--- config.mk ---
export PLATFORM = sky130hd
export DESIGN_NAME = single_wire_sensor_frame_decoder_unit
export DESIGN_NICKNAME = d
export VERILOG_FILES = /design/src/rtl/core/sfd_pkg.sv /design/src/rtl/core/sfd_cfg_regs.sv /design/src/rtl/core/sfd_frame_acc.sv /design/src/rtl/core/sfd_decode.sv /design/src/rtl/core/single_wire_sensor_frame_decoder_unit.sv
export SDC_FILE = /design/constraint.sdc
export NUM_CORES = 1
export LEC_CHECK = 0
export BUFFER_PORTS_ARGS = -buffer_cell sky130_fd_sc_hd__buf_2
export CAP_MARGIN = 25
export CORE_MARGIN = 2
export CORE_UTILIZATION = 62
export DETAILED_ROUTE_END_ITERATION = 12
export PLACE_DENSITY = 0.94
export SLEW_MARGIN = 5
export SYNTH_ARGS = -nofsm -noshare
export SYNTH_HDL_FRONTEND = slang
export SYNTH_SLANG_ARGS = --single-unit
export TNS_END_PERCENT = 10
--- constraint.sdc ---
create_clock -name aclk -period 6.06 [get_ports aclk]
set_input_delay 1.818 -clock aclk [delete_from_list [all_inputs] [get_ports aclk]]
set_output_delay 1.818 -clock aclk [all_outputs]
set_load 0.02 [all_outputs]
--- src/rtl/core/sfd_pkg.sv ---
package sfd_pkg;

    localparam int DATA_BITS = 40;
    localparam int BYTE_W = 8;
    localparam int TEMP_W = 12;
    localparam int CFG_IDX_W = 3;

    typedef enum logic {
        CMD_PERIOD = 1'b0,
        CMD_CLOSE  = 1'b1
    } sfd_cmd_t;

    localparam logic [CFG_IDX_W-1:0] REG_ZERO_MIN = 3'd0;
    localparam logic [CFG_IDX_W-1:0] REG_ZERO_MAX = 3'd1;
    localparam logic [CFG_IDX_W-1:0] REG_ONE_MIN  = 3'd2;
    localparam logic [CFG_IDX_W-1:0] REG_ONE_MAX  = 3'd3;
    localparam logic [CFG_IDX_W-1:0] REG_LIMIT    = 3'd4;

    localparam logic [BYTE_W-1:0] ZERO_MIN_RST = 8'd70;
    localparam logic [BYTE_W-1:0] ZERO_MAX_RST = 8'd90;
    localparam logic [BYTE_W-1:0] ONE_MIN_RST  = 8'd115;
    localparam logic [BYTE_W-1:0] ONE_MAX_RST  = 8'd135;
    localparam logic [BYTE_W-1:0] LIMIT_RST    = 8'd3;

    typedef struct packed {
        logic [BYTE_W-1:0] zero_min;
        logic [BYTE_W-1:0] zero_max;
        logic [BYTE_W-1:0] one_min;
        logic [BYTE_W-1:0] one_max;
        logic [BYTE_W-1:0] fault_limit;
    } sfd_cfg_t;

    typedef struct packed {
        logic [DATA_BITS-1:0] bits;
        logic                 complete;
        logic                 bad_bit;
    } sfd_frame_t;

    typedef struct packed {
        logic              sensor_fault;
        logic [BYTE_W-1:0] bad_frame_count;
        logic              frame_good;
        logic [TEMP_W-1:0] temperature_tenths;
        logic [BYTE_W-1:0] humidity;
    } sfd_result_t;

    localparam int RESULT_W = $bits(sfd_result_t);
    localparam int TDATA_W = ((RESULT_W + 7) / 8) * 8;

endpackage

--- src/rtl/core/sfd_cfg_regs.sv ---
module sfd_cfg_regs (
    input  logic                     aclk,
    input  logic                     aresetn,
    input  logic                     psel,
    input  logic                     penable,
    input  logic                     pwrite,
    input  logic [4:0]               paddr,
    input  logic [31:0]              pwdata,
    output logic [31:0]              prdata,
    output logic                     pready,
    output sfd_pkg::sfd_cfg_t        cfg
);

    sfd_pkg::sfd_cfg_t cfg_reg;
    sfd_pkg::sfd_cfg_t cfg_next;
    logic [sfd_pkg::CFG_IDX_W-1:0] reg_idx;
    logic [sfd_pkg::BYTE_W-1:0] wr_byte;
    logic wr_en;

    assign pready = 1'b1;
    assign reg_idx = paddr[4:2];
    assign wr_byte = pwdata[sfd_pkg::BYTE_W-1:0];
    assign wr_en = psel && penable && pwrite && pready;

    always_comb begin
        cfg_next = cfg_reg;
        if (wr_en) begin
            unique case (reg_idx)
                sfd_pkg::REG_ZERO_MIN: cfg_next.zero_min    = wr_byte;
                sfd_pkg::REG_ZERO_MAX: cfg_next.zero_max    = wr_byte;
                sfd_pkg::REG_ONE_MIN:  cfg_next.one_min     = wr_byte;
                sfd_pkg::REG_ONE_MAX:  cfg_next.one_max     = wr_byte;
                sfd_pkg::REG_LIMIT:    cfg_next.fault_limit = wr_byte;
                default:               cfg_next = cfg_reg;
            endcase
        end
    end

    always_ff @(posedge aclk) begin
        if (!aresetn) begin
            cfg_reg.zero_min    <= sfd_pkg::ZERO_MIN_RST;
            cfg_reg.zero_max    <= sfd_pkg::ZERO_MAX_RST;
            cfg_reg.one_min     <= sfd_pkg::ONE_MIN_RST;
            cfg_reg.one_max     <= sfd_pkg::ONE_MAX_RST;
            cfg_reg.fault_limit <= sfd_pkg::LIMIT_RST;
        end else begin
            cfg_reg <= cfg_next;
        end
    end

    always_comb begin
        unique case (reg_idx)
            sfd_pkg::REG_ZERO_MIN: prdata = {24'd0, cfg_reg.zero_min};
            sfd_pkg::REG_ZERO_MAX: prdata = {24'd0, cfg_reg.zero_max};
            sfd_pkg::REG_ONE_MIN:  prdata = {24'd0, cfg_reg.one_min};
            sfd_pkg::REG_ONE_MAX:  prdata = {24'd0, cfg_reg.one_max};
            sfd_pkg::REG_LIMIT:    prdata = {24'd0, cfg_reg.fault_limit};
            default:               prdata = 32'd0;
        endcase
    end

    assign cfg = cfg_reg;

endmodule

--- src/rtl/core/sfd_frame_acc.sv ---
module sfd_frame_acc #(
    parameter int SKIP_PERIODS = 3
) (
    input  logic                       aclk,
    input  logic                       aresetn,
    input  sfd_pkg::sfd_cfg_t          cfg,
    input  logic                       take_period,
    input  logic                       close_frame,
    input  logic [sfd_pkg::BYTE_W-1:0] period,
    output sfd_pkg::sfd_frame_t        frame
);

    localparam int FrameEdges = SKIP_PERIODS + sfd_pkg::DATA_BITS;
    localparam int IdxW = $clog2(FrameEdges + 1);

    logic [IdxW-1:0] edge_index_reg;
    logic [IdxW-1:0] edge_index_next;
    logic [sfd_pkg::DATA_BITS-1:0] shift_reg;
    logic [sfd_pkg::DATA_BITS-1:0] shift_next;
    logic bad_bit_reg;
    logic bad_bit_next;
    logic in_zero;
    logic in_one;
    logic frame_full;
    logic in_data;

    assign in_zero = (period > cfg.zero_min) && (period < cfg.zero_max);
    assign in_one = (period > cfg.one_min) && (period < cfg.one_max);
    assign frame_full = (edge_index_reg == IdxW'(FrameEdges));
    assign in_data = (edge_index_reg >= IdxW'(SKIP_PERIODS));

    always_comb begin
        edge_index_next = edge_index_reg;
        shift_next = shift_reg;
        bad_bit_next = bad_bit_reg;
        if (close_frame) begin
            edge_index_next = '0;
            shift_next = '0;
            bad_bit_next = 1'b0;
        end else if (take_period && !frame_full) begin
            edge_index_next = edge_index_reg + IdxW'(1);
            if (in_data) begin
                // A period that fits both windows counts as a zero bit.
                shift_next = {shift_reg[sfd_pkg::DATA_BITS-2:0], !in_zero && in_one};
                if (!in_zero && !in_one) begin
                    bad_bit_next = 1'b1;
                end
            end
        end
    end

    always_ff @(posedge aclk) begin
        if (!aresetn) begin
            edge_index_reg <= '0;
            shift_reg <= '0;
            bad_bit_reg <= 1'b0;
        end else begin
            edge_index_reg <= edge_index_next;
            shift_reg <= shift_next;
            bad_bit_reg <= bad_bit_next;
        end
    end

    assign frame.bits = shift_reg;
    assign frame.complete = frame_full;
    assign frame.bad_bit = bad_bit_reg;

endmodule

--- src/rtl/core/sfd_decode.sv ---
module sfd_decode (
    input  logic                       aclk,
    input  logic                       aresetn,
    input  logic [sfd_pkg::BYTE_W-1:0] fault_limit,
    input  logic                       close_frame,
    input  sfd_pkg::sfd_frame_t        frame,
    output logic                       out_free,
    output logic                       out_valid,
    input  logic                       out_ready,
    output sfd_pkg::sfd_result_t       result
);

    logic [sfd_pkg::BYTE_W-1:0] h_int;
    logic [sfd_pkg::BYTE_W-1:0] h_frac;
    logic [sfd_pkg::BYTE_W-1:0] t_int;
    logic [sfd_pkg::BYTE_W-1:0] t_frac;
    logic [sfd_pkg::BYTE_W-1:0] sum_byte;
    logic [sfd_pkg::BYTE_W+1:0] total;
    logic good;
    logic [sfd_pkg::TEMP_W-1:0] temp_calc;

    logic [sfd_pkg::BYTE_W-1:0] humidity_reg;
    logic [sfd_pkg::BYTE_W-1:0] humidity_next;
    logic [sfd_pkg::TEMP_W-1:0] temp_reg;
    logic [sfd_pkg::TEMP_W-1:0] temp_next;
    logic [sfd_pkg::BYTE_W-1:0] bad_count_reg;
    logic [sfd_pkg::BYTE_W-1:0] bad_count_next;
    logic fault_reg;
    logic fault_next;
    logic out_valid_reg;
    logic out_valid_next;
    sfd_pkg::sfd_result_t result_reg;
    sfd_pkg::sfd_result_t result_next;

    assign h_int = frame.bits[39:32];
    assign h_frac = frame.bits[31:24];
    assign t_int = frame.bits[23:16];
    assign t_frac = frame.bits[15:8];
    assign sum_byte = frame.bits[7:0];
    assign total = 10'(h_int) + 10'(h_frac) + 10'(t_int) + 10'(t_frac);
    assign good = frame.complete && !frame.bad_bit
        && (total[sfd_pkg::BYTE_W-1:0] == sum_byte);
    assign temp_calc = 12'({t_int, 3'b000}) + 12'({t_int, 1'b0}) + 12'(t_frac);

    always_comb begin
        humidity_next = humidity_reg;
        temp_next = temp_reg;
        bad_count_next = bad_count_reg;
        fault_next = fault_reg;
        if (close_frame) begin
            if (good) begin
                humidity_next = h_int;
                temp_next = temp_calc;
                bad_count_next = '0;
                fault_next = 1'b0;
            end else begin
                if (bad_count_reg != 8'hFF) begin
                    bad_count_next = bad_count_reg + 8'd1;
                end
                if (bad_count_next >= fault_limit) begin
                    humidity_next = '0;
                    temp_next = '0;
                    fault_next = 1'b1;
                end
            end
        end
    end

    always_comb begin
        result_next = result_reg;
        out_valid_next = out_valid_reg && !out_ready;
        if (close_frame) begin
            out_valid_next = 1'b1;
            result_next.humidity = humidity_next;
            result_next.temperature_tenths = temp_next;
            result_next.frame_good = good;
            result_next.bad_frame_count = bad_count_next;
            result_next.sensor_fault = fault_next;
        end
    end

    always_ff @(posedge aclk) begin
        if (!aresetn) begin
            humidity_reg <= '0;
            temp_reg <= '0;
            bad_count_reg <= '0;
            fault_reg <= 1'b0;
            out_valid_reg <= 1'b0;
        end else begin
            humidity_reg <= humidity_next;
            temp_reg <= temp_next;
            bad_count_reg <= bad_count_next;
            fault_reg <= fault_next;
            out_valid_reg <= out_valid_next;
        end
    end

    always_ff @(posedge aclk) begin
        result_reg <= result_next;
    end

    assign out_free = !out_valid_reg || out_ready;
    assign out_valid = out_valid_reg;
    assign result = result_reg;

endmodule

--- src/rtl/core/single_wire_sensor_frame_decoder_unit.sv ---
// A close request waits in the input register until the output is free; its result
// is then registered into the result register on m_tdata. Period requests produce no
// result and update the frame registers. Throughput: one request per cycle while no
// close request waits; only an unconsumed result stalls a following close request.
// Reset (aresetn low, synchronous) clears the frame, readings, counters,
// fault and pending requests and restores the register defaults.
module single_wire_sensor_frame_decoder_unit #(
    parameter int SKIP_PERIODS = 3
) (
    input  logic        aclk,
    input  logic        aresetn,
    input  logic        psel,
    input  logic        penable,
    input  logic        pwrite,
    input  logic [4:0]  paddr,
    input  logic [31:0] pwdata,
    output logic [31:0] prdata,
    output logic        pready,
    input  logic        s_tvalid,
    output logic        s_tready,
    input  logic [7:0]  s_tdata,  // [7:0] period
    input  logic [0:0]  s_tuser,  // [0] command
    output logic        m_tvalid,
    input  logic        m_tready,
    output logic [sfd_pkg::TDATA_W-1:0] m_tdata
    // m_tdata: [7:0] humidity, [19:8] temperature_tenths, [20] frame_good,
    // [28:21] bad_frame_count, [29] sensor_fault, [31:30] zero
);

    sfd_pkg::sfd_cfg_t cfg;
    sfd_pkg::sfd_frame_t frame;
    sfd_pkg::sfd_result_t result;

    logic in_valid_reg;
    logic in_valid_next;
    sfd_pkg::sfd_cmd_t in_cmd_reg;
    logic [sfd_pkg::BYTE_W-1:0] in_period_reg;
    logic out_free;
    logic proceed;
    logic take_period;
    logic close_frame;
    logic s_fire;

    sfd_cfg_regs u_cfg (
        .aclk    (aclk),
        .aresetn (aresetn),
        .psel    (psel),
        .penable (penable),
        .pwrite  (pwrite),
        .paddr   (paddr),
        .pwdata  (pwdata),
        .prdata  (prdata),
        .pready  (pready),
        .cfg     (cfg)
    );

    assign proceed = in_valid_reg && ((in_cmd_reg == sfd_pkg::CMD_PERIOD) || out_free);
    assign take_period = proceed && (in_cmd_reg == sfd_pkg::CMD_PERIOD);
    assign close_frame = proceed && (in_cmd_reg == sfd_pkg::CMD_CLOSE);
    assign s_tready = !in_valid_reg || proceed;
    assign s_fire = s_tvalid && s_tready;
    assign in_valid_next = s_fire || (in_valid_reg && !proceed);

    always_ff @(posedge aclk) begin
        if (!aresetn) begin
            in_valid_reg <= 1'b0;
        end else begin
            in_valid_reg <= in_valid_next;
        end
    end

    always_ff @(posedge aclk) begin
        if (s_fire) begin
            in_cmd_reg <= sfd_pkg::sfd_cmd_t'(s_tuser[0]);
            in_period_reg <= s_tdata;
        end
    end

    sfd_frame_acc #(
        .SKIP_PERIODS (SKIP_PERIODS)
    ) u_frame (
        .aclk        (aclk),
        .aresetn     (aresetn),
        .cfg         (cfg),
        .take_period (take_period),
        .close_frame (close_frame),
        .period      (in_period_reg),
        .frame       (frame)
    );

    sfd_decode u_decode (
        .aclk        (aclk),
        .aresetn     (aresetn),
        .fault_limit (cfg.fault_limit),
        .close_frame (close_frame),
        .frame       (frame),
        .out_free    (out_free),
        .out_valid   (m_tvalid),
        .out_ready   (m_tready),
        .result      (result)
    );

    assign m_tdata = sfd_pkg::TDATA_W'(result);

endmodule

==> flow_summary.toml <==
[synthesis]
mean_instance_size_in_the_synthesized_netlist_sq_um = 9.05
synth-seq-cells = 157
number_of_enable_flip_flop_cells_after_synthesis = 39
netlist_area_sq_um = 8410
ys_async_sr_fraction = 0
sequential_area_share_after_synthesis = 0.420
yosys.area.top_type_share = 0.281
synthFlopType = "dfxtp_1"
post_synth_inst_count = 930
ys_types = 59
synth_largest_area_cell = "dfxtp_1"
synth-warning-count = 0
synth_area_leaders = "dfxtp_1 28%, edfxtp_1 14%, ha_1 8.6%, nand2_1 7.3%, a21oi_1 5.4%"

[cells_and_area]
synthToLayoutAreaGrowth_pct = 11.2
postLayoutCoreUtil = 0.706
most-common-layout-cells = "164 x nand2_1, 118 x dfxtp_1, 90 x a21oi_1, 67 x buf_2, 58 x ha_1"
antennaDiodeCount = 0
layout-drive-gt1-share = 0.117
fillerInstances = 902
sequential_cell_area_sq_um = 3530
multiInputGateArea_sq_um = 4410
mostFrequentLayoutCell = "nand2_1"
nets_finish = 1111

[clock_network]
cts.sink_count = 157
cts-root-to-sink-buffers = 2
cts.htree.levels = 4
clk_root_buffer_cell = "clkbuf_16"
tritoncts = "done"
cts.hold.buffers_added = 0
clk-insertion-delay-late_ns = 0.43
cts.repair.resized = 0
clk_pin_slew_worst_paths_ns = 0.06
postCtsSetupRepairBufs = 0
cts_made_buffers = 17

[die]
chipWidth_microns = 120
core.rowCount = 42
i_o_pin_cnt = 120
die-area_sq_um = 14500
initial_standard_cell_utilization_of_the_core = 0.635
die_height_microns = 120
core_region_area_sq_um = 13200

[sta]
max_transition_margin = 0.417
report.final.hold_viol_count = 0
max_clock_freq_ghz = 0.196
unrepaired_setup_endpoints_after_global_routing = "false"
final_max_slew_violation_count = 0
fin_setup_tns_ns = 0
setup_violations = 0
worst_slew_pin_slew_ns = 0.873
worst_clock_skew_ns = 0.0105
finalCritPeriodShare = 0.841
period_needed_ns = 5.10

[power]
switching_share = 0.228
power_per_cell_area_nw_per_um2 = 245
peakVddDrop_v = 0.000221
power.leakage_nw = 4.06
power.internal_mw = 1.77
seq_power_share = 0.478
power_frac_clock = 0.462
power_frac_comb = 0.060
power.switching_uw = 521

[detailed_routing]
detail_route.wl_per_cell_microns = 16.8
routed_wl_microns = 19600
antenna_left = 0
via_count = 7038
drt_iter0_drc = 819
route.detailed.drc = 0
drt_pass1_iterations = 5
drt-vias-per-instance = 6.02

[placed_design]
gp_routability_congestion = 0.913
port_buffers = 66
dp_hpwl_microns = 13600

[grt]
gr-usage-all-layers = 0.280
grt_max_degree = 48
gr-total-overflow = 0
grt_pass1_wl_microns = 32100
number_of_global_route_vias_before_repair = 6771
grt_antenna_before_repair = 0

[setup_path]
worstSetupEndpointType = "output pin"
worstReg2RegStart = "u_frame.shift_reg[17]$_SDFFE_PP0P_"
worstSetupStartpointType = "primary input"
path_class = "primary input to output pin"
worstPathRequired_ns = 4.24
crit_arrival_ns = 3.28
rr_worst_depth = 13
critical_path.max_fanout = 19
crit_start = "paddr[2]"

[min_path]
worstHoldStart = "u_frame.shift_reg[30]$_SDFFE_PP0P_"
worst_hold_check_path_type = "register to register"
worstHoldPathCells = 2

[outcome]
status = "complete, no violations"

[job]
drv_cap = 0
[worst max-delay path: stages]
cell and delay [ns]:
buf_2 0.38, nor2b_1 0.45, a22oi_1 0.17, o22ai_1 0.25
buf_2 0.21
[cell families (layout without fill, tap and decap cells)]
logic type / after synthesis / in the layout / synth area share
AOI/OAI and AO/OA: 195 / 195 / 0.143
adders and majority gates: 78 / 78 / 0.134
xor gates and xnor gates: 32 / 32 / 0.0333
other: 2 / 27 / 0.000893
DFF: 157 / 157 / 0.420
buffers and inverters: 124 / 162 / 0.0686
muxes: 26 / 26 / 0.0311
and+or+nand+nor: 316 / 316 / 0.169
[final cells by class]
cell class	count	share of cell area
clock inverter	13	0.0159
multi-input combinational	674	0.472
tap	176	0.0235
timing repair buffer	76	0.0431
sequential	157	0.378
inverter	54	0.0217
clock buffer	19	0.0463
[power by group through the flow]
stage / clock, mW / sequential [mW] / combinational, mW
floorplan: 0 / 1.12 / 0.0987
global placement: 0 / 1.12 / 0.128
detailed placement: 0 / 1.12 / 0.132
CTS: 1.06 / 1.09 / 0.133
global route: 1.11 / 1.10 / 0.148
finish: 1.06 / 1.09 / 0.136
[through the flow]
stage / area [sq um] / instances / total power, mW / setup slack [ns] / hold WS, ns
2_1_floorplan: 8510 / 955 / 1.22 / 1.12 / 0.438
3_3_place_gp: 8760 / 1135 / 1.24 / 1.06 / 0.456
3_5_place_dp: 8760 / 1135 / 1.25 / 1.05 / 0.465
4_1_cts: 9340 / 1167 / 2.29 / 1.04 / 0.473
5_1_grt: 9350 / 1169 / 2.36 / 0.928 / 0.499
6_report: 9350 / 1169 / 2.29 / 0.963 / 0.472
[synth_stat cells (all sizes together) (5+ instances only)]
master / instances
and2: 10
mux2i: 25
fa: 20
nor2: 50
nor3: 13
nor2b: 6
dfxtp: 118
ha: 58
a21oi: 90
nand4: 8
edfxtp: 39
o22ai: 8
nand2b: 8
nand2: 164
xor2: 11
a21o: 17
o211ai: 16
clkbuf: 35
o21ai: 18
o21a: 7
buf: 35
xnor2: 21
a22oi: 8
and3: 8
nand3: 34
inv: 53
a31oi: 5
[metal layers]
layer  global-route usage  vias up  routed length, microns
li1                     -     3263                       -
met1                0.358     3298                    7840
met2                0.448      400                    9350
met3               0.0689       77                    1750
met4                0.134        0                     677
met5                    0        -                       0
[worst paths after layout]
path	endpoint	slack [ns]
worst min register to register	u_frame.shift_reg[31]$_SDFFE_PP0P_	0.47
worst max-delay path	prdata[4]	0.96
worst min-delay path	u_frame.shift_reg[31]$_SDFFE_PP0P_	0.47
worst max register to register	u_decode.result[13]$_DFFE_PP_	1.38
(Power assumes the default switching activity.)
